$ cat config.mk
export PLATFORM = sky130hd
export DESIGN_NAME = sdh_front
export DESIGN_NICKNAME = d
export VERILOG_FILES = /design/src/hw/rtl/sdh_pkg.sv /design/src/hw/rtl/sdh_front.sv
export SDC_FILE = /design/constraint.sdc
export NUM_CORES = 1
export LEC_CHECK = 0
export BUFFER_PORTS_ARGS = -buffer_cell sky130_fd_sc_hd__buf_2
export CAP_MARGIN = 20
export CORE_ASPECT_RATIO = 0.8
export CORE_UTILIZATION = 52
export DETAILED_ROUTE_END_ITERATION = 6
export HOLD_SLACK_MARGIN = 0.15
export PLACE_DENSITY = 0.86
export SLEW_MARGIN = 20
export SYNTH_ARGS = -nofsm -noshare
export SYNTH_HDL_FRONTEND = slang
export SYNTH_SLANG_ARGS = --single-unit
$ cat constraint.sdc
create_clock -name clk -period 3.9 [get_ports clk]
set_clock_uncertainty 0.05 [all_clocks]
set_input_delay 0.78 -clock clk [delete_from_list [all_inputs] [get_ports clk]]
set_output_delay 0.78 -clock clk [all_outputs]
set_load 0.005 [all_outputs]
$ cat src/hw/rtl/sdh_pkg.sv
// shared types, constants and modular helpers for the substring double hash block
// no dependencies
package sdh_pkg;

	localparam int unsigned MAX_LEN = 4096;
	localparam int unsigned IDX_W   = 12;
	localparam int unsigned LEN_W   = 13;
	localparam int unsigned HASH_W  = 30;

	localparam logic [HASH_W-1:0] MOD_A = 30'd1000000007;
	localparam logic [HASH_W-1:0] MOD_B = 30'd1000000009;
	localparam logic [HASH_W-1:0] HASH_BASE = 30'd29;
	localparam logic [6:0] CODE_BIAS = 7'd96;

	// reciprocals floor(2^60 / m) for the reduction step
	localparam logic [HASH_W:0] MU_A = 31'(64'h1000_0000_0000_0000 / 64'd1000000007);
	localparam logic [HASH_W:0] MU_B = 31'(64'h1000_0000_0000_0000 / 64'd1000000009);

	localparam logic [1:0] CMD_LOAD = 2'd0;
	localparam logic [1:0] CMD_FWD  = 2'd1;
	localparam logic [1:0] CMD_REV  = 2'd2;

	// 29^(m-2) mod m, evaluated at elaboration
	function automatic logic [HASH_W-1:0] inv_base(input logic sel);
		longint unsigned r;
		longint unsigned a;
		longint unsigned e;
		r = 1;
		a = 29;
		e = sel ? (64'd1000000009 - 64'd2) : (64'd1000000007 - 64'd2);
		for (int i = 0; i < 32; i++) begin
			if (e[i]) begin
				r = sel ? (r * a) % 64'd1000000009 : (r * a) % 64'd1000000007;
			end
			a = sel ? (a * a) % 64'd1000000009 : (a * a) % 64'd1000000007;
		end
		return r[HASH_W-1:0];
	endfunction

	localparam logic [HASH_W-1:0] INV_A = inv_base(1'b0);
	localparam logic [HASH_W-1:0] INV_B = inv_base(1'b1);

	typedef struct packed {
		logic [HASH_W-1:0] p1;
		logic [HASH_W-1:0] p2;
		logic [HASH_W-1:0] q1;
		logic [HASH_W-1:0] q2;
	} quad_t;

	typedef struct packed {
		logic             is_load;
		logic             rev;
		logic             err;
		logic [IDX_W-1:0] idx_a;
		logic [IDX_W-1:0] idx_b;
		logic [6:0]       byte_val;
	} item_t;

	function automatic logic [HASH_W-1:0] mod_of(input logic sel);
		return sel ? MOD_B : MOD_A;
	endfunction

	function automatic logic [HASH_W-1:0] add_mod(input logic [HASH_W-1:0] a,
		input logic [HASH_W-1:0] b, input logic sel);
		logic [HASH_W:0] s;
		logic [HASH_W:0] m;
		m = {1'b0, mod_of(sel)};
		s = {1'b0, a} + {1'b0, b};
		if (s >= m) begin
			s = s - m;
		end
		return s[HASH_W-1:0];
	endfunction

	function automatic logic [HASH_W-1:0] sub_mod(input logic [HASH_W-1:0] a,
		input logic [HASH_W-1:0] b, input logic sel);
		logic [HASH_W:0] s;
		s = {1'b0, a} + {1'b0, mod_of(sel)} - {1'b0, b};
		if (a >= b) begin
			s = {1'b0, a} - {1'b0, b};
		end
		return s[HASH_W-1:0];
	endfunction

	// letter code byte - 96, taken modulo m
	function automatic logic [HASH_W-1:0] code_of(input logic [6:0] b, input logic sel);
		logic [HASH_W-1:0] r;
		r = {23'd0, b - CODE_BIAS};
		if (b < CODE_BIAS) begin
			r = mod_of(sel) - {23'd0, CODE_BIAS - b};
		end
		return r;
	endfunction

endpackage

$ cat src/hw/rtl/sdh_front.sv
// front part: accepts commands, tracks string length, range-checks queries
// depends on sdh_pkg
module sdh_front (
	input  logic                      clk,
	input  logic                      arst_n,
	input  logic                      in_valid,
	output logic                      in_stall,
	input  logic [1:0]                cmd,
	input  logic                      new_string,
	input  logic [6:0]                char_byte,
	input  logic [sdh_pkg::IDX_W-1:0] left_index,
	input  logic [sdh_pkg::IDX_W-1:0] right_index,
	input  logic                      back_ready,
	input  logic                      q_full,
	output logic                      push,
	output sdh_pkg::item_t            push_item
);
	import sdh_pkg::*;

	logic [LEN_W-1:0] len_q;
	logic             acc, is_load, is_query, store_full;
	logic [IDX_W-1:0] pos;

	always_comb begin
		in_stall = !back_ready || q_full;
		acc = in_valid && !in_stall;
		is_load = cmd == CMD_LOAD;
		is_query = (cmd == CMD_FWD) || (cmd == CMD_REV);
		store_full = !new_string && (len_q == LEN_W'(MAX_LEN));
		pos = new_string ? '0 : len_q[IDX_W-1:0];
		push = acc && ((is_load && !store_full) || is_query);
		push_item.is_load = is_load;
		push_item.rev = cmd == CMD_REV;
		push_item.err = (left_index > right_index) || ({1'b0, right_index} >= len_q);
		push_item.idx_a = is_load ? pos : left_index;
		push_item.idx_b = right_index;
		push_item.byte_val = char_byte;
	end

	always_ff @(posedge clk or negedge arst_n) begin
		if (!arst_n) begin
			len_q <= '0;
		end else if (acc && is_load && !store_full) begin
			len_q <= {1'b0, pos} + 1'b1;
		end
	end

`ifndef SYNTHESIS
	a_len_max: assert property (@(posedge clk) disable iff (!arst_n)
		len_q <= LEN_W'(MAX_LEN)) else $error("length beyond store");
	a_no_push_stalled: assert property (@(posedge clk) disable iff (!arst_n)
		in_stall |-> !push) else $error("push while stalled");
	a_fresh_len: assert property (@(posedge clk) disable iff (!arst_n)
		acc && is_load && new_string |=> len_q == LEN_W'(1))
		else $error("new string length wrong");
`endif

endmodule

### Word level (Yosys, flattened, before mapping)

Index checks and enable logic that the tools add are counted.

* register bits after elaboration: 13
* bits in latches: 0
* bits in writable memories: 0
* bits in read-only memories: 0
* input bits: 39
* output and inout port bits: 36
* logic and storage cells: 24
* memories kept: 0

* add/subtract/negate cells: 1
* multipliers: 0
* divide/modulo/power cells: 0
* $lt $le $gt $ge: 2
* eq/ne operators: 3
* shifts and indexed selects: 0
* multiplexer cells: 2
* bitwise logic cells: 0
* reduce and logical (&&, ||, !) cells: 15

Operators with widths (count)
* two-way mux 12 bit: 2
* adder 12 x 1 -> 13 bit (second input constant): 1
* == test 13 bit (second input constant): 1
* >= comparator 12 x 13 -> 1 bit: 1
* > comparator 12 bit: 1
* logical AND 1 bit: 6
* zero test 1 bit: 4
* logical OR 1 bit: 4
* == test 2 x 1 -> 1 bit (second input constant): 1
* == test 2 bit (second input constant): 1
* zero test 2 bit: 1

### Longest topological paths before layout

* depth after elaboration: 6
* gate-level depth with buffers: 8
* mapped depth without buffers: 8

### Worst setup path after synthesis

No wires, ideal clock.

* kind: input -> output
* start point: input right_index[6] in the netlist's numbering
* end point: output push_item[31] in the netlist's numbering
* arrival: 1.831 ns
* required time: 3.070 ns
* path slack: 1.239 ns
* stages: 7
* path buffers: 0
* cell sequence: inv_1 ha_1 a21o_1 a21oi_1 a21oi_1 nor4_1 o221ai_1

RTL lines
* start, declared: RTL line sdh_front.sv:12 `input logic [sdh_pkg::IDX_W-1:0] right_index,`
* end, declared: RTL line sdh_front.sv:16 `output sdh_pkg::item_t push_item`

==> summary.md <==
| Metric | Value |
|---|---|
| Max FFs per register | 13 |
| Die X | approximately 67 um |
| Regs by FF count | len_q (13) |
| Count leader, synth | inv_1 |
| Logic pwr share | 0.343 |
| Synth Instances | 226 |
| Port Buf Inserts | 60 |
| DRT antenna net count | 0 |
| Critical Path AT | 2170 ps |
| Worst R2R End | len_q[10] |
| Reg2Reg Setup Slack | 1760 ps |
| HP Class | in -> async |
| Routability cong. | 0.891 |
| VDD IR max | 188 uV |
| Initial Utilization | 0.560 |
| Fmax achieved | 0.333 GHz |
| Chip Height | 54.1 um |
| Largest net degree at the start of global routing | 26 |
| CTS Buf Count | 3 |
| Worst Tran Pin Value | 614 ps |
| Highest Signal Layer | met3 |
| IO Pins | 75 |
| Clock Latency Late Sink | approximately 250 ps |
| Postcts setup bufs | 0 |
| Share of the synthesized area in the top cell type | 0.191 |
| Sequential group share of total power | 0.372 |
| DRT Pass-1 Iters | 4 |
| Design area | 0.00196 sq mm |
| Congestion Overflow GR | 0 |
| Root buf cell | clkbuf_8 |
| Most flop-heavy register | len_q |
| Int Power | 0.000287 W |
| Register area share after synthesis | 0.184 |
| H-tree depth | 1 |
| Total number of vias | 1688 |
| Num Clock Sinks | 13 |
| Mapped cell area | 0.00177 sq mm |
| R2R cell count | 7 |
| Synth top area cells | ha_1 (19%), dfrtp_1 (18%), buf_4 (8.5%) |
| Initial antenna violation count | 0 |
| Cell row count | 18 |
| Crit Path Category | in -> out |
| CP max stage delay | about 280 ps |
| Core area | 0.00315 sq mm |
| Syn Area/Cell | 7.81 sq um |
| Status | completed |
| Bufs and invs on worst path | 3 |
| Total track usage | 0.248 |
| Met1 wire length | 1.92 mm |
| Switching Share | 0.345 |
| WL met2 | roughly 1.9 mm |
| Post-synth EDFFs | 0 |
| Clk slew on worst S/H paths | 60 ps |
| Setup crit end kind | output port |
| Met3 routed WL | 260 um |
| Commonest register cell after synthesis | dfrtp_1 |
| CTS tree | built |
| Routed len/inst | 13.4 um |
| Vias in the first global route | between 1k and 1.5k |
| Fin Setup TNS | 0 ps |
| Crit-path slowest cell | ha_1 |
| PostCTS Resize Cnt | 0 |
| List of most frequent post-synthesis cells | inv_1 (37), ha_1 (27), buf_4 (20) |
| Starting DRT DRC Count | ~160 |
| Net Count, Synth | roughly 290 |
| CTS Buffer Depth | 2 |
| Worst path cell trace | buf_2 > inv_1 > ha_1 > nor2b_1 > o211ai_1 > a211oi_1 > nor4_1 > o221ai_1 > buf_2 |
| Total Wirelength | 4.08 mm |
| Nets | 330 |
| Post-synthesis register bit count | 13 |
| DP HPWL | 3.35 mm |
| Area Growth Syn to Fin | 11.3% |
| Hold_buf cts | 0 |
| Clk pwr share | 0.286 |
| Crit Reg-Reg Startpoint | len_q[0] |
| Fin crit period | about 3000 ps |
| Synth async-reset ratio | 1.00 |
| Ant diodes | 0 |
| Sw Pwr | around 0.00015 W |
| Final slew viol count | 0 |
| Critical path's top delay family | compound AO/OA/AOI/OAI gates |
| Count of cell types in the netlist | 45 |
| Cell Pwr Density | 223 mW/mm^2 |
| Global-route wire length before repair | 6.67 mm |
| Startpoint types | primary input |
| RSZ-0062 raised after global routing | false |
| Worst-path fanout max | 3 |
| Crit-path most repeated cell | buf_2 |
| Area post-placement | ~0.0019 sq mm |
| Setup-failing EPs final | 0 |
| Final hold vios | 0 |
| Post-synth top area cell | ha_1 |
| Layout cells sized above 1 | 0.278 |
| Period utilization | 0.770 |
| DRC | 0 |
| P_leak | 1.05 nW |
| Worst relative slew slack | 0.591 |
| WP data required | 3070 ps |
| MaxCap Viol Count | 0 |
| Die area | approximately 0.0036 sq mm |
| Yosys warns | 0 |
| Drt via density | 5.57 |
-- final cells by class --
| class | count | area, sq um |
|---|---|---|
| Multi-Input combinational cell | 148 | 1100 |
| Timing Repair Buffer | 61 | 308 |
| Inverter | 37 | 139 |
| Clock buffer | 4 | 45.0 |
| Tap cell | 40 | 50.0 |
| Sequential cell | 13 | 325 |
| Fill cell | 306 | 1190 |
-- through the flow --
stage | instances | total power (W) | setup slack, ps | util | hold WS (ps)
after floorplan | 226 | 0.000264 | 1240 | - | 427
final | 303 | 0.000437 | 896 | 0.623 | 372
after detailed placement | 299 | 0.000313 | 880 | 0.609 | 508
after global routing | 303 | 0.000475 | 765 | 0.623 | 390
after global placement | 299 | 0.000307 | 939 | 0.609 | 502
after CTS | 303 | 0.000440 | 876 | 0.623 | 377
-- cell families (layout without fill, tap and decap cells) --
logic type      after synthesis  after routing  share of synthesized area
simple gates                 65             65                      0.209
buf+inv                      65            102                      0.194
fa+ha+maj                    27             27                      0.191
flops                        13             13                      0.184
mux                           5              5                     0.0305
compound gates               51             51                      0.191
-- power groups by stage --
stage          clock [W]  sequential, W  combinational (W)
5_1_grt         0.000138       0.000165           0.000172
6_report        0.000125       0.000163           0.000150
3_3_place_gp           0       0.000164           0.000144
3_5_place_dp           0       0.000164           0.000149
4_1_cts         0.000128       0.000162           0.000150
2_1_floorplan          0       0.000158           0.000106
-- per-layer routing --
layer  vias to the layer above  GRT usage
li1                        850          -
met1                       775      0.326
met2                        63      0.428
met3                         0     0.0530
met4                         0     0.0284
met5                         -          0
-- how the worst max path moves through the flow --
stage | startpoint | end | cells after the start
floorplan | right_index[6] | push_item[31] | 7
global placement | right_index[4] | push_item[31] | 7
detailed placement | right_index[1] | push_item[31] | 9
CTS | right_index[1] | push_item[31] | 9
global route | right_index[1] | push_item[31] | 9
finish | right_index[1] | push_item[31] | 9
-- layout by cell type, fill, tap and decap left out, types with 2 or more instances in the layout --
cell type / n
buf_2: 60
inv_1: 37
ha_1: 27
o21ai_0: 16
dfrtp_1: 13
nor2_1: 11
a21oi_1: 11
nand2_1: 9
nand3_1: 9
nand3b_1: 7
nand4_1: 7
nand2b_1: 5
nor4_1: 5
a21o_1: 4
o22ai_1: 4
mux2_2: 3
clkbuf_8: 3
nor2b_1: 2
mux2i_1: 2
a21boi_0: 2
nor3_1: 2
and2_1: 2
(Power assumes the default switching activity.)
