===== config.mk =====
export PLATFORM = sky130hd
export DESIGN_NAME = sdh_queue
export DESIGN_NICKNAME = d
export VERILOG_FILES = /design/src/hw/rtl/sdh_pkg.sv /design/src/hw/rtl/sdh_queue.sv
export SDC_FILE = /design/constraint.sdc
export NUM_CORES = 1
export LEC_CHECK = 0
export BUFFER_PORTS_ARGS = -buffer_cell sky130_fd_sc_hd__buf_2
export CAP_MARGIN = 5
export CORE_MARGIN = 2
export CORE_UTILIZATION = 55
export DETAILED_ROUTE_END_ITERATION = 6
export PLACE_DENSITY_LB_ADDON = 0.15
export SLEW_MARGIN = 10
export SYNTH_ARGS = -nofsm -noshare
export SYNTH_HDL_FRONTEND = slang
export SYNTH_SLANG_ARGS = --single-unit

===== constraint.sdc =====
create_clock -name clk -period 6.3 [get_ports clk]
set_input_delay 0.63 -clock clk [delete_from_list [all_inputs] [get_ports clk]]
set_output_delay 0.63 -clock clk [all_outputs]
set_load 0.02 [all_outputs]

===== src/hw/rtl/sdh_pkg.sv =====
// shared types, constants and modular helpers for the substring double hash block
// no dependencies
package sdh_pkg;

	localparam int unsigned MAX_LEN = 4096;
	localparam int unsigned IDX_W   = 12;
	localparam int unsigned LEN_W   = 13;
	localparam int unsigned HASH_W  = 30;

	localparam logic [HASH_W-1:0] MOD_A = 30'd1000000007;
	localparam logic [HASH_W-1:0] MOD_B = 30'd1000000009;
	localparam logic [HASH_W-1:0] HASH_BASE = 30'd29;
	localparam logic [6:0] CODE_BIAS = 7'd96;

	// reciprocals floor(2^60 / m) for the reduction step
	localparam logic [HASH_W:0] MU_A = 31'(64'h1000_0000_0000_0000 / 64'd1000000007);
	localparam logic [HASH_W:0] MU_B = 31'(64'h1000_0000_0000_0000 / 64'd1000000009);

	localparam logic [1:0] CMD_LOAD = 2'd0;
	localparam logic [1:0] CMD_FWD  = 2'd1;
	localparam logic [1:0] CMD_REV  = 2'd2;

	// 29^(m-2) mod m, evaluated at elaboration
	function automatic logic [HASH_W-1:0] inv_base(input logic sel);
		longint unsigned r;
		longint unsigned a;
		longint unsigned e;
		r = 1;
		a = 29;
		e = sel ? (64'd1000000009 - 64'd2) : (64'd1000000007 - 64'd2);
		for (int i = 0; i < 32; i++) begin
			if (e[i]) begin
				r = sel ? (r * a) % 64'd1000000009 : (r * a) % 64'd1000000007;
			end
			a = sel ? (a * a) % 64'd1000000009 : (a * a) % 64'd1000000007;
		end
		return r[HASH_W-1:0];
	endfunction

	localparam logic [HASH_W-1:0] INV_A = inv_base(1'b0);
	localparam logic [HASH_W-1:0] INV_B = inv_base(1'b1);

	typedef struct packed {
		logic [HASH_W-1:0] p1;
		logic [HASH_W-1:0] p2;
		logic [HASH_W-1:0] q1;
		logic [HASH_W-1:0] q2;
	} quad_t;

	typedef struct packed {
		logic             is_load;
		logic             rev;
		logic             err;
		logic [IDX_W-1:0] idx_a;
		logic [IDX_W-1:0] idx_b;
		logic [6:0]       byte_val;
	} item_t;

	function automatic logic [HASH_W-1:0] mod_of(input logic sel);
		return sel ? MOD_B : MOD_A;
	endfunction

	function automatic logic [HASH_W-1:0] add_mod(input logic [HASH_W-1:0] a,
		input logic [HASH_W-1:0] b, input logic sel);
		logic [HASH_W:0] s;
		logic [HASH_W:0] m;
		m = {1'b0, mod_of(sel)};
		s = {1'b0, a} + {1'b0, b};
		if (s >= m) begin
			s = s - m;
		end
		return s[HASH_W-1:0];
	endfunction

	function automatic logic [HASH_W-1:0] sub_mod(input logic [HASH_W-1:0] a,
		input logic [HASH_W-1:0] b, input logic sel);
		logic [HASH_W:0] s;
		s = {1'b0, a} + {1'b0, mod_of(sel)} - {1'b0, b};
		if (a >= b) begin
			s = {1'b0, a} - {1'b0, b};
		end
		return s[HASH_W-1:0];
	endfunction

	// letter code byte - 96, taken modulo m
	function automatic logic [HASH_W-1:0] code_of(input logic [6:0] b, input logic sel);
		logic [HASH_W-1:0] r;
		r = {23'd0, b - CODE_BIAS};
		if (b < CODE_BIAS) begin
			r = mod_of(sel) - {23'd0, CODE_BIAS - b};
		end
		return r;
	endfunction

endpackage


===== src/hw/rtl/sdh_queue.sv =====
// two-entry queue between the front and back parts
// depends on sdh_pkg
module sdh_queue (
	input  logic           clk,
	input  logic           arst_n,
	input  logic           push,
	input  sdh_pkg::item_t push_item,
	output logic           full,
	input  logic           pop,
	output logic           nonempty,
	output sdh_pkg::item_t head
);
	import sdh_pkg::*;

	item_t       mem_q [2];
	logic        wr_q, rd_q;
	logic [1:0]  cnt_q;

	always_ff @(posedge clk or negedge arst_n) begin
		if (!arst_n) begin
			wr_q <= 1'b0;
			rd_q <= 1'b0;
			cnt_q <= '0;
		end else begin
			if (push) wr_q <= ~wr_q;
			if (pop) rd_q <= ~rd_q;
			cnt_q <= cnt_q + {1'b0, push} - {1'b0, pop};
		end
	end

	always_ff @(posedge clk) begin
		if (push) mem_q[wr_q] <= push_item;
	end

	assign full = cnt_q[1];
	assign nonempty = cnt_q != 2'd0;
	assign head = mem_q[rd_q];

`ifndef SYNTHESIS
	a_no_overflow: assert property (@(posedge clk) disable iff (!arst_n)
		full |-> !push || pop) else $error("queue overflow");
	a_no_underflow: assert property (@(posedge clk) disable iff (!arst_n)
		pop |-> nonempty) else $error("queue underflow");
	a_cnt_range: assert property (@(posedge clk) disable iff (!arst_n)
		cnt_q != 2'd3) else $error("queue count out of range");
`endif

endmodule


=== Word level (Yosys, flattened, before mapping) ===
Memory sizes are Yosys's and may differ from the RTL's.
Index checks and enable logic that the tools add are counted.

* Register bits after elaboration: 4
* Bits in latches: 0
* RAM bits: 68
* Bits in read-only memories: 0
* Output and inout port bits: 36
* Memories kept: 1

{| class="wikitable"
|+ Memories
! memory !! depth !! width !! rd ports !! clocked after Yosys merged registers in !! wr ports !! RTL line !! source
|-
| mem_q || 2 || 34 || 1 || 0 || 1 || sdh_queue.sv:15 || <nowiki>item_t mem_q [2];</nowiki>
|}

* Add/sub/neg operators: 2
* $mul: 0
* Div/mod/pow operators: 0
* $lt $le $gt $ge: 0
* Equal/unequal tests: 0
* Shift operators: 0
* Mux-type cells: 2
* Bitwise logic cells: 2
* Reductions and logical operators: 1

{| class="wikitable"
|+ Operator list
! kind !! count
|-
| 2-bit by 1-bit adder with 2-bit output || 1
|-
| 1-bit 2-to-1 mux || 2
|-
| 1-bit inverter || 2
|-
| 2-bit nonzero test || 1
|-
| 2-bit by 1-bit subtractor with 2-bit output || 1
|}

=== Longest topological paths before layout ===
Gate-level depths: netlist of the first run.

* Depth in word-level cells: 2
* Depth in mapped cells: 5
* Depth with buffers taken out: 5

=== Worst setup path before layout of the first run ===
Ideal clock, no wire load.

* Path kind: input port to flip-flop
* Start: input port push
* End: memory mem_q[0][0] in the netlist's numbering, enable pin
* Data arrival time: 2.163 ns
* Required time: 5.871 ns
* Setup slack: 3.708 ns
* Stages: 1
* Path buffers: 0
* Cell sequence: nor2b_1

* Longest elaborated chain between the ends: 2

{| class="wikitable"
|+ RTL lines
! item !! RTL line !! source
|-
| start: declaration || sdh_queue.sv:6 || <nowiki>input logic push,</nowiki>
|-
| 1-bit 2-to-1 mux || sdh_queue.sv:32 || <nowiki>if (push) mem_q[wr_q] <= push_item;</nowiki>
|-
| 1-bit 2-to-1 mux (implied by the code) || sdh_queue.sv:32 ||
|-
| end: declaration || sdh_queue.sv:15 ||
|}

No other way between the ends.

==> summary.md, run 1 <==
| Metric | Value |
|---|---|
| #FFs+latches synth | `~70` |
| Crit path capture type | `output pin` |
| Num CTS Buffers | `9` |
| Main area contributors after synthesis | `edfxtp_1 (73%), mux2_4 (16%), dfrtp_1 (3.6%), buf_12 (2.1%), mux2_2 (2.0%)` |
| Row count | `25` |
| CP arrival | `around 2 ns` |
| Worst-path fanout max | `35` |
| Non-filler instance count after layout | `approximately 270` |
| Vias in the first global route | `~1,400` |
| Max-slew headroom | `0.309` |
| Setup WS pre-CTS | `4.03 ns` |
| Crit Reg-Reg Startpoint | `wr_q` |
| Setup Skew | `~0.0063 ns` |
| Reg2reg end | `mem_q[0][9]` |
| IO Port Bufs | `73` |
| Beginning of the critical path | `rd_q` |
| Pwr Total | `1.50 mW` |
| Core region area | `between 4000 and 5000 µm²` |
| Crit path kind | `reg -> out` |
| Clock latency on the worst-skew pair | `approximately 0.33 ns` |
| FF-to-FF path depth | `1` |
| Ports placed on the boundary | `74` |
| Final #Nets | `240` |
| Outcome | `completed` |
| DRC viols | `0` |
| Asr flop ratio synth | `0.0556` |
| GRT busiest layer | `met2` |
| Leakage | `between 1 and 1.5 nW` |
| Post-CTS Hold Fix Bufs | `0` |
| Vias post-DR | `between 1,000 and 1,500` |
| Worst setup margin | `~3.7 ns` |
| Yosys warns | `0` |
| Share of the synthesized area in the top cell type | `0.730` |
| Synth cell count leaders | `edfxtp_1 (68), mux2_4 (29), mux2_2 (5)` |
| Max-cap check violation count | `0` |
| Final Hold Viols | `0` |
| Die W | `75.3 µm` |
| Sequential fraction of the synthesis area | `0.766` |
| Sum Neg Setup Slack | `0 ns` |
| PwrDens | `~450 nW/µm²` |
| Fillers | `approximately 350` |
| Top cell type by total area after synthesis | `edfxtp_1` |
| VDD IR-drop max | `approximately 320 µV` |
| Die Area | `between 5000 and 6000 µm²` |
| Met1 usage | `0.161` |
| Initial DRC count | `between 50 and 60` |
| Starting density of the core | `0.581` |
| M2 GR Usage | `0.264` |
| Synthesized area | `about 2800 µm²` |
| Layout Area Growth over Synthesis | `19.4%` |
| Syn nets | `between 150 and 200` |
| Worst setup SP type | `register` |
| Mapped Cells | `120` |
| Largest net degree at the start of global routing | `36` |
| Post-synth EDFFs | `between 60 and 70` |
| WP data required | `approximately 5.7 ns` |
| Worst slew pin tran | `1.04 ns` |
| Dpl cells | `256` |
| Clock-pin slew on the worst setup and hold paths | `~0.060 ns` |
| Chip Height | `75.3 µm` |
| Routability Congestion | `approximately 0.66` |
| Global-route wire length before repair | `slightly below 6 mm` |
| DR pass1 iterations | `4` |
| Vias per Instance | `just under 5` |
| Grt ovf | `0` |
| Critical path endpoint | `head[2]` |
| Min-delay worst type | `in -> async` |
| Unrepaired setup endpoints after global routing | `no` |
| Count leader, synth | `edfxtp_1` |
| Resized cells post-CTS | `0` |
| Dpl hpwl | `about 2.7 mm` |
| GRT Util Overall | `0.151` |
| TritonCTS clock tree | `built` |
| Fmax achieved | `between 0.3 and 0.4 GHz` |
| Clock sink total | `just over 70` |
| DR WL/cell | `roughly 15 µm` |
| Clk root buf | `clkbuf_8` |
| Syn_area_per_cell | `~23 µm²` |
| Maximum clock path buffer count | `2` |
| Detail Route Antenna Nets | `0` |
| H-tree depth | `3` |
| Final slew viol count | `0` |
| Share of layout cells above drive strength 1 | `0.608` |
| Ant diodes | `0` |
| Met3 Track Usage GR | `0.0437` |
| Setup violations, final | `0` |
| Part of the cycle the worst path needs | `0.410` |
| Flop2flop setup slack | `4.71 ns` |
| Post-Route WL | `4.07 mm` |
| Post-layout minimum cycle time | `roughly 2.6 ns` |
| Synth Flop Type | `edfxtp_1` |
| Setup bufs post-CTS | `0` |
| Unique masters post-synth | `13` |
| Initial antenna violation count | `0` |
## critical path, cell delays in order, from the launching register on
cell	delay, ns
dfrtp_2	1.05
mux2_2	0.41
buf_2	0.16
## power by group
part | internal, mW | switching [mW]
clock | 0.139 | 0.149
sequential | 0.639 | 0.0863
combinational | 0.249 | 0.241
total | 1.03 | 0.477
## layout by cell type (no fill, tap or decap), drive strengths merged
cell type,count
and2,1
buf,73
clkbuf,11
clkinv,3
clkinvlp,1
dfrtp,4
edfxtp,68
ha,2
inv,2
mux2,34
nor2b,1
or2,1
xor2,2
xor3,1
## worst min path at each step
stage / slack (ns) / endpoint
6_report: 0.10 / cnt_q[0]
4_1_cts: 0.09 / cnt_q[0]
2_1_floorplan: 0.33 / cnt_q[0]
5_1_grt: 0.09 / cnt_q[0]
3_3_place_gp: 0.43 / cnt_q[0]
3_5_place_dp: 0.44 / cnt_q[1]
## through the flow
stage / hold slack, ns / utilization / instance area [µm²]
final: 0.103 / 0.693 / 3340
after global routing: 0.0861 / 0.693 / 3340
after CTS: 0.0868 / 0.693 / 3340
after detailed placement: 0.443 / 0.661 / 3190
after global placement: 0.434 / 0.661 / 3190
after floorplan: 0.334 / - / 2800
## cell families (layout without fill, tap and decap cells)
logic type | count (synthesis) | after routing | share of synthesized area
XOR/XNOR | 3 | 3 | 0.0148
adder cells (fa/ha/maj) | 2 | 2 | 0.00894
buffers and inverters | 6 | 90 | 0.0282
flip-flops | 72 | 72 | 0.766
multiplexers | 34 | 34 | 0.176
AND/OR/NAND/NOR | 3 | 3 | 0.00671
## metal layers
metal | vias up | wire, µm
li1 | 626 | -
met1 | 643 | 1580
met2 | 43 | 2240
met3 | 4 | 212
met4 | 0 | 36
met5 | - | 0
## registers in the layout, summed over array words and instances, names as in the netlist
| signal | flops |
|---|---|
| cnt_q | 2 |
| wr_q | 1 |
| rd_q | 1 |
| mem_q | 68 |
## final cells by class
class,count,area (µm²),area share
Sequential cell,72,2140,0.642
Multi-Input combinational cell,42,586,0.175
Timing Repair Buffer,73,365,0.109
Clock buffer,11,131,0.0393
Tap cell,67,83.8,0.0251
Clock inverter,4,22.5,0.00674
Inverter,2,7.51,0.00225
Power figures use the tool's default switching activity.
==> run 2: changes to the inputs <==
- CORE_UTILIZATION: 55 -> 47
- clock period: 6.3 -> 2.1 ns (I/O delays scaled with it)
==> run 2 against run 1 <==
  * Sequential power grew to 2.8 times the previous value
  * Sequential cell count unchanged
  * First-iteration DRC count is 18% higher
  * Setup slack worse by 3.6 ns
  * Critical path depth increased by 1
  * Global-route usage fell by 1.4 points
  * Via count increased by 2.4%
  * Highest routed layer unchanged
  * Die area is 16% higher
  * Clock skew up 0.0024 ns
==> summary.md, run 2 (synthesis gave the netlist of run 1 again) <==
| Metric | Value |
|---|---|
| Maximum clock path buffer count | `2 (unchanged)` |
| Worst setup margin | `0.143 ns (was 3.72 ns)` |
| FF-to-FF path depth | `2 (was 1)` |
| Hold Slack | `0.0552 ns (was 0.103 ns)` |
| Clock power frac | `0.221 (was 0.192)` |
| H-tree depth | `3 (unchanged)` |
| Dpl hpwl | `2.98 mm (was 2.72 mm)` |
| Clock sink total | `72 (unchanged)` |
| Final slew viol count | `0 (unchanged)` |
| Layout Area Growth over Synthesis | `23.5% (was 19.4%)` |
| Clock-pin slew on the worst setup and hold paths | `0.08 ns (was 0.06 ns)` |
| Outcome | `completed (unchanged)` |
| Initial DRC count | `67 (was 57)` |
| Ant diodes | `0 (unchanged)` |
| Die Area | `6590 µm² (was 5670 µm²)` |
| Worst slew pin tran | `0.413 ns (was 1.04 ns)` |
| Num CTS Buffers | `9 (unchanged)` |
| PwrDens | `1380 nW/µm² (was 450 nW/µm²)` |
| Ports placed on the boundary | `74 (unchanged)` |
| Setup WS pre-CTS | `0.482 ns (was 4.03 ns)` |
| Setup violations, final | `0 (unchanged)` |
| Die W | `81.2 µm (was 75.3 µm)` |
| Resized cells post-CTS | `0 (unchanged)` |
| Post-Route WL | `4.28 mm (was 4.07 mm)` |
| VDD IR-drop max | `866 µV (was 316 µV)` |
| Max-slew headroom | `0.725 (was 0.309)` |
| Comb pwr share | `0.346 (was 0.326)` |
| Fmax achieved | `between 0.5 and 0.6 GHz` |
| Post-layout minimum cycle time | `~2.0 ns` |
| Grt ovf | `0 (unchanged)` |
| IO Port Bufs | `73 (unchanged)` |
| Share of layout cells above drive strength 1 | `0.619 (was 0.608)` |
| Worst setup SP type | `register (unchanged)` |
| Global-route wire length before repair | `6.26 mm (was 5.91 mm)` |
| Setup bufs post-CTS | `0 (unchanged)` |
| Part of the cycle the worst path needs | `0.932` |
| Pint | `3.26 mW (was 1.03 mW)` |
| Sum Neg Setup Slack | `0 ns (unchanged)` |
| Vias post-DR | `1,348 (was 1,316)` |
| Area of the multi-input gates | `586 µm² (unchanged)` |
| Reg power frac | `0.433 (was 0.482)` |
| Row count | `28 (was 25)` |
| Crit path capture type | `output pin (unchanged)` |
| Largest reg by FF count | `mem_q (unchanged)` |
| GRT busiest layer | `met2 (unchanged)` |
| Regs by FF count | `mem_q x68, cnt_q x2 (unchanged)` |
| Met3 Track Usage GR | `0.0711 (was 0.0437)` |
| M2 GR Usage | `0.227 (was 0.264)` |
| FF/Latch Area | `2140 µm² (unchanged)` |
| Clock latency on the worst-skew pair | `0.34 ns (was 0.33 ns)` |
| Max FFs per register | `68 (unchanged)` |
| Met1 usage | `0.152 (was 0.161)` |
| DR pass1 iterations | `4 (unchanged)` |
| Commonest non-fill, non-tap cells in the layout | `buf_2 (73), edfxtp_1 (68), mux2_4 (29), clkbuf_8 (9), mux2_2 (5) (unchanged)` |
| Min-delay worst type | `in -> reg (was in -> async)` |
| Crit path kind | `reg -> out (unchanged)` |
| Routability Congestion | `0.617 (was 0.660)` |
| TritonCTS clock tree | `built (unchanged)` |
| Starting density of the core | `0.478 (was 0.581)` |
| Max-cap check violation count | `0 (unchanged)` |
| Vias in the first global route | `1,334 (was 1,355)` |
| Chip Height | `81.2 µm (was 75.3 µm)` |
| Setup Skew | `0.00864 ns (was 0.00627 ns)` |
| Psw | `1.50 mW (was 0.477 mW)` |
| Vias per Instance | `4.73 (was 4.86)` |
| Switch share | `0.315 (was 0.317)` |
| DR WL/cell | `15.0 µm (unchanged)` |
| DRC viols | `0 (unchanged)` |
| Leakage | `1.42 nW (was 1.37 nW)` |
| Worst-path fanout max | `23 (was 35)` |
| Clk root buf | `clkbuf_8 (unchanged)` |
| Final #Nets | `245 (was 240)` |
| Final Hold Viols | `0 (unchanged)` |
| Commonest non-fill, non-tap cell in the layout | `buf_2 (unchanged)` |
| WP data required | `1.89 ns (was 5.67 ns)` |
| Initial antenna violation count | `0 (unchanged)` |
| Largest net degree at the start of global routing | `24 (was 36)` |
| Core region area | `5850 µm² (was 4820 µm²)` |
| GRT Util Overall | `0.137 (was 0.151)` |
| Unrepaired setup endpoints after global routing | `no (unchanged)` |
| Hold Crit Depth | `1` |
| Fillers | `449 (was 349)` |
| CP arrival | `1.75 ns (was 1.95 ns)` |
| Detail Route Antenna Nets | `0 (unchanged)` |
## run 2: power groups by stage
| stage | registers, mW | logic [mW] | clock network, mW |
|---|---|---|---|
| floorplan | 2.02 | 1.36 | 0 |
| global placement | 2.08 | 1.65 | 0 |
| detailed placement | 2.10 | 1.67 | 0 |
| CTS | 2.07 | 1.68 | 1.07 |
| global route | 2.09 | 1.77 | 1.15 |
| finish | 2.06 | 1.65 | 1.05 |
## run 2: final timing paths
check,start,endpoint,slack (ns)
worst max-delay path,rd_q,head[0],0.14
worst min-delay path,push_item[3],mem_q[1][3],0.06
worst max register to register,wr_q,mem_q[0][5],0.74
worst min register to register,wr_q,wr_q,0.54
max in group asynchronous,arst_n,rd_q,1.75
min in group asynchronous,arst_n,cnt_q[1],0.21
## run 2: final cells by class
cell class                 count  share of cell area
clock inverter                 7              0.0203
multi-input combinational     42               0.170
timing repair buffer          78               0.125
inverter                       2             0.00217
sequential                    72               0.620
tap                           75              0.0272
clock buffer                   9              0.0359
## run 2: repair_timing
item                                   in CTS  in global routing
endpoints found under the hold margin       4                  0
hold buffers                                1                  0
setup endpoints to repair                   0                  0
## run 2: worst max-delay path, cell delays in order (launching register included)
cell and delay (ns):
dfrtp_2 0.63, buf_12 0.26, mux2_2 0.36, buf_2 0.16
## run 2: per-stage QoR
step / instances / utilization / total power, mW / area, µm²
after global routing: 285 / 0.590 / 5.00 / 3450
after detailed placement: 268 / 0.556 / 3.77 / 3250
final: 285 / 0.590 / 4.76 / 3450
after floorplan: 120 / - / 3.39 / 2800
after global placement: 268 / 0.556 / 3.73 / 3250
after CTS: 285 / 0.590 / 4.82 / 3450
## run 2: layer usage
metal  wire (µm)  part of all wire
met1        1700              0.40
met2        2270              0.53
met3         265             0.062
met4          40            0.0094
met5           0                 0
==> run 3: changes to the inputs <==
- ABC_AREA: default -> 1
==> run 3 against run 2 <==
  * Clock power is 23% higher
  * Sequential power hardly changed
  * Sequential cell count unchanged
  * Die area is 0.97% lower
  * Combinational power shrank 5%
  * Non-clock buffer count up 3
  * Critical path depth increased by 1
  * Fmax increased by 3.3%
  * Synthesized cell count increased by 68%
  * Cell count up 27%
  * Largest cell class unchanged
==> summary.md, run 3 <==
| Metric | Value |
|---|---|
| Outcome | `completed (unchanged)` |
| Ant diodes | `0 (unchanged)` |
| Chip Height | `80.8 µm (was 81.2 µm)` |
| Commonest non-fill, non-tap cells in the layout | `buf_2 (73), edfxtp_1 (68), inv_1 (41), nand2_1 (41), o21ai_0 (23) (was buf_2 (73), edfxtp_1 (68), mux2_4 (29), clkbuf_8 (9), mux2_2 (5))` |
| Setup Skew | `0.00535 ns (was 0.00864 ns)` |
| Detail Route Antenna Nets | `0 (unchanged)` |
| Crit path kind | `reg -> out (unchanged)` |
| Unrepaired setup endpoints after global routing | `no (unchanged)` |
| CP arrival | `1.68 ns (was 1.75 ns)` |
| Vias in the first global route | `1,536 (was 1,334)` |
| GRT Util Overall | `0.154 (was 0.137)` |
| Final Hold Viols | `0 (unchanged)` |
| Syn nets | `242 (was 160)` |
| Row count | `27 (was 28)` |
| Min-delay worst type | `in -> reg (unchanged)` |
| Sum Neg Setup Slack | `0 ns (unchanged)` |
| Setup violations, final | `0 (unchanged)` |
| Worst setup SP type | `register (unchanged)` |
| Die Area | `6520 µm² (was 6590 µm²)` |
| Num CTS Buffers | `9 (unchanged)` |
| Leakage | `1.53 nW (was 1.42 nW)` |
| Final #Nets | `326 (was 245)` |
| Commonest non-fill, non-tap cell in the layout | `buf_2 (unchanged)` |
| Sequential fraction of the synthesis area | `0.774 (was 0.766)` |
| H-tree depth | `3 (unchanged)` |
| Unique masters post-synth | `15 (was 13)` |
| Clock sink total | `72 (unchanged)` |
| Beginning of the critical path | `rd_q (unchanged)` |
| Largest net degree at the start of global routing | `32 (was 24)` |
| Regs by FF count | `mem_q x68, cnt_q x2 (unchanged)` |
| Layout Area Growth over Synthesis | `25.1% (was 23.5%)` |
| Max-cap check violation count | `0 (unchanged)` |
| Grt ovf | `0 (unchanged)` |
| Reg2reg end | `mem_q[0][13] (was mem_q[0][5])` |
| Global-route wire length before repair | `7.09 mm (was 6.26 mm)` |
| Largest reg by FF count | `mem_q (unchanged)` |
| Worst-path fanout max | `31 (was 23)` |
| Largest stage delay, worst path | `0.69 ns (was 0.63 ns)` |
| VDD IR-drop max | `841 µV (was 866 µV)` |
| Clock-pin slew on the worst setup and hold paths | `0.07 ns (was 0.08 ns)` |
| Ports placed on the boundary | `74 (unchanged)` |
| GRT busiest layer | `met2 (unchanged)` |
| Starting density of the core | `0.494 (was 0.478)` |
| Final design utilization | `0.618 (was 0.590)` |
| Share of layout cells above drive strength 1 | `0.357 (was 0.619)` |
| Clk root buf | `clkbuf_8 (unchanged)` |
| Mapped Cells | `202 (was 120)` |
| Top cell type by total area after synthesis | `edfxtp_1 (unchanged)` |
| Initial DRC count | `106 (was 67)` |
| #FFs+latches synth | `72 (unchanged)` |
| Met1 usage | `0.182 (was 0.152)` |
| WP data required | `1.89 ns (about the same)` |
| Routability Congestion | `0.717 (was 0.617)` |
| Initial antenna violation count | `0 (unchanged)` |
| Critical path endpoint | `head[33] (was head[0])` |
| Asr flop ratio synth | `0.0556 (unchanged)` |
| Main area contributors after synthesis | `edfxtp_1 (74%), inv_1 (5.6%), nand2_1 (5.6%), o21ai_0 (4.2%), dfrtp_1 (3.6%) (was edfxtp_1 (73%), mux2_4 (16%), dfrtp_1 (3.6%), buf_12 (2.1%), mux2_2 (2.0%))` |
| TritonCTS clock tree | `built (unchanged)` |
| Clock latency on the worst-skew pair | `0.33 ns (was 0.34 ns)` |
| Post-Route WL | `4.58 mm (was 4.28 mm)` |
| Critical-path cell with the highest stage delay | `dfrtp_2 (unchanged)` |
| Share of the synthesized area in the top cell type | `0.737 (was 0.730)` |
| Met3 Track Usage GR | `0.0522 (was 0.0711)` |
| Flop2flop setup slack | `0.96 ns (was 0.74 ns)` |
| Fillers | `474 (was 449)` |
| Post-synth EDFFs | `68 (unchanged)` |
| Area of the multi-input gates | `405 µm² (was 586 µm²)` |
| Synthesized area | `2770 µm² (was 2800 µm²)` |
| Yosys warns | `0 (unchanged)` |
| DR WL/cell | `12.6 µm (was 15.0 µm)` |
| Placement Cell Area | `3210 µm² (was 3250 µm²)` |
| FF/Latch Area | `2140 µm² (unchanged)` |
| Vias per Instance | `4.66 (was 4.73)` |
| Dpl hpwl | `3.16 mm (was 2.98 mm)` |
| Worst slew pin tran | `0.497 ns (was 0.413 ns)` |
| Count leader, synth | `edfxtp_1 (unchanged)` |
| Cell area after layout | `3460 µm² (was 3450 µm²)` |
| Synth cell count leaders | `edfxtp_1 (68), inv_1 (41), nand2_1 (41) (was edfxtp_1 (68), mux2_4 (29), mux2_2 (5))` |
| DRC viols | `0 (unchanged)` |
| Die W | `80.8 µm (was 81.2 µm)` |
| PwrDens | `1420 nW/µm² (was 1380 nW/µm²)` |
| Vias post-DR | `1,691 (was 1,348)` |
| Max-slew headroom | `0.669 (was 0.725)` |
| Maximum clock path buffer count | `2 (unchanged)` |
| Max FFs per register | `68 (unchanged)` |
| Worst-path cell chain | `buf_4 -> nand2_1 -> o21ai_0 -> buf_2 (was buf_12 -> mux2_2 -> buf_2)` |
| Post-layout minimum cycle time | `1.89 ns (was 1.96 ns)` |
| Setup bufs post-CTS | `0 (unchanged)` |
| DR pass1 iterations | `4 (unchanged)` |
| Fmax achieved | `0.528 GHz (was 0.511 GHz)` |
| IO Port Bufs | `73 (unchanged)` |
| Core region area | `5610 µm² (was 5850 µm²)` |
| FF-to-FF path depth | `2 (unchanged)` |
| Pwr Total | `4.92 mW (was 4.76 mW)` |
| Syn_area_per_cell | `13.7 µm² (was 23.3 µm²)` |
| Crit path capture type | `output pin (unchanged)` |
| Synth Flop Type | `edfxtp_1 (unchanged)` |
| Part of the cycle the worst path needs | `0.902 (was 0.932)` |
| M2 GR Usage | `0.252 (was 0.227)` |
| Final slew viol count | `0 (unchanged)` |
| Crit Reg-Reg Startpoint | `wr_q (unchanged)` |
run 3: cell types whose count changed after synthesis, sizes merged, moves of 4 or more:
cell   change
o21ai     +34
mux2      -34
nand2     +41
inv       +39
buf        +4
run 3: worst max-delay path: cells and delay by family (launching register included):
kind                   cells  cell delay (ns)
AOI/OAI and AO/OA          1             0.11
buffers and inverters      2             0.48
DFF                        1             0.69
and+or+nand+nor            1             0.07
run 3: what timing repair did:
item,in CTS,in global routing
resized for setup,0,0
hold buffers,1,0
setup endpoints to repair,0,0
hold endpoints to repair,4,0
run 3: area by class of cell:
type                            count  share of cell area
Clock inverter                      7              0.0347
Tap cell                           72              0.0260
Timing Repair Buffer               81               0.124
Inverter                           41              0.0444
Multi-Input combinational cell     81               0.117
Sequential cell                    72               0.619
Clock buffer                        9              0.0358
run 3: where the power goes:
group | switching [mW] | internal (mW)
clock network | 0.497 | 0.790
registers | 0.158 | 1.91
logic | 1.05 | 0.510
run 3: through the flow:
| step | instances | hold WS, ns | setup slack (ns) |
|---|---|---|---|
| 6_report | 363 | 0.0616 | 0.206 |
| 5_1_grt | 363 | 0.0406 | 0.0855 |
| 4_1_cts | 363 | 0.0425 | 0.159 |
| 3_5_place_dp | 346 | 0.0254 | 0.583 |
| 3_3_place_gp | 346 | 0.0242 | 0.586 |
| 2_1_floorplan | 202 | -0.0856 | 0.383 |
run 3: metal layers:
metal / share of wire / wire length [µm]
met1: 0.42 / 1920
met2: 0.50 / 2300
met3: 0.067 / 307
met4: 0.012 / 57
met5: 0 / 0
run 3: worst min path at each step:
| stage | from | endpoint | depth (start not counted) |
|---|---|---|---|
| final | push_item[18] | mem_q[0][18] | 1 |
| after global routing | push_item[29] | mem_q[1][29] | 1 |
| after CTS | push_item[18] | mem_q[0][18] | 1 |
| after detailed placement | arst_n | cnt_q[0] | 1 |
| after global placement | arst_n | cnt_q[0] | 1 |
| after floorplan | arst_n | cnt_q[0] | 0 |
run 3: logic make-up (layout without fill, tap and decap cells):
group,count (synthesis),in the layout,synth area share
adders and majority gates,2,2,0.00904
and+or+nand+nor,43,43,0.0587
DFF,72,72,0.774
xor gates and xnor gates,2,2,0.00633
buffers and inverters,49,138,0.0827
AOI/OAI and AO/OA,34,34,0.0696
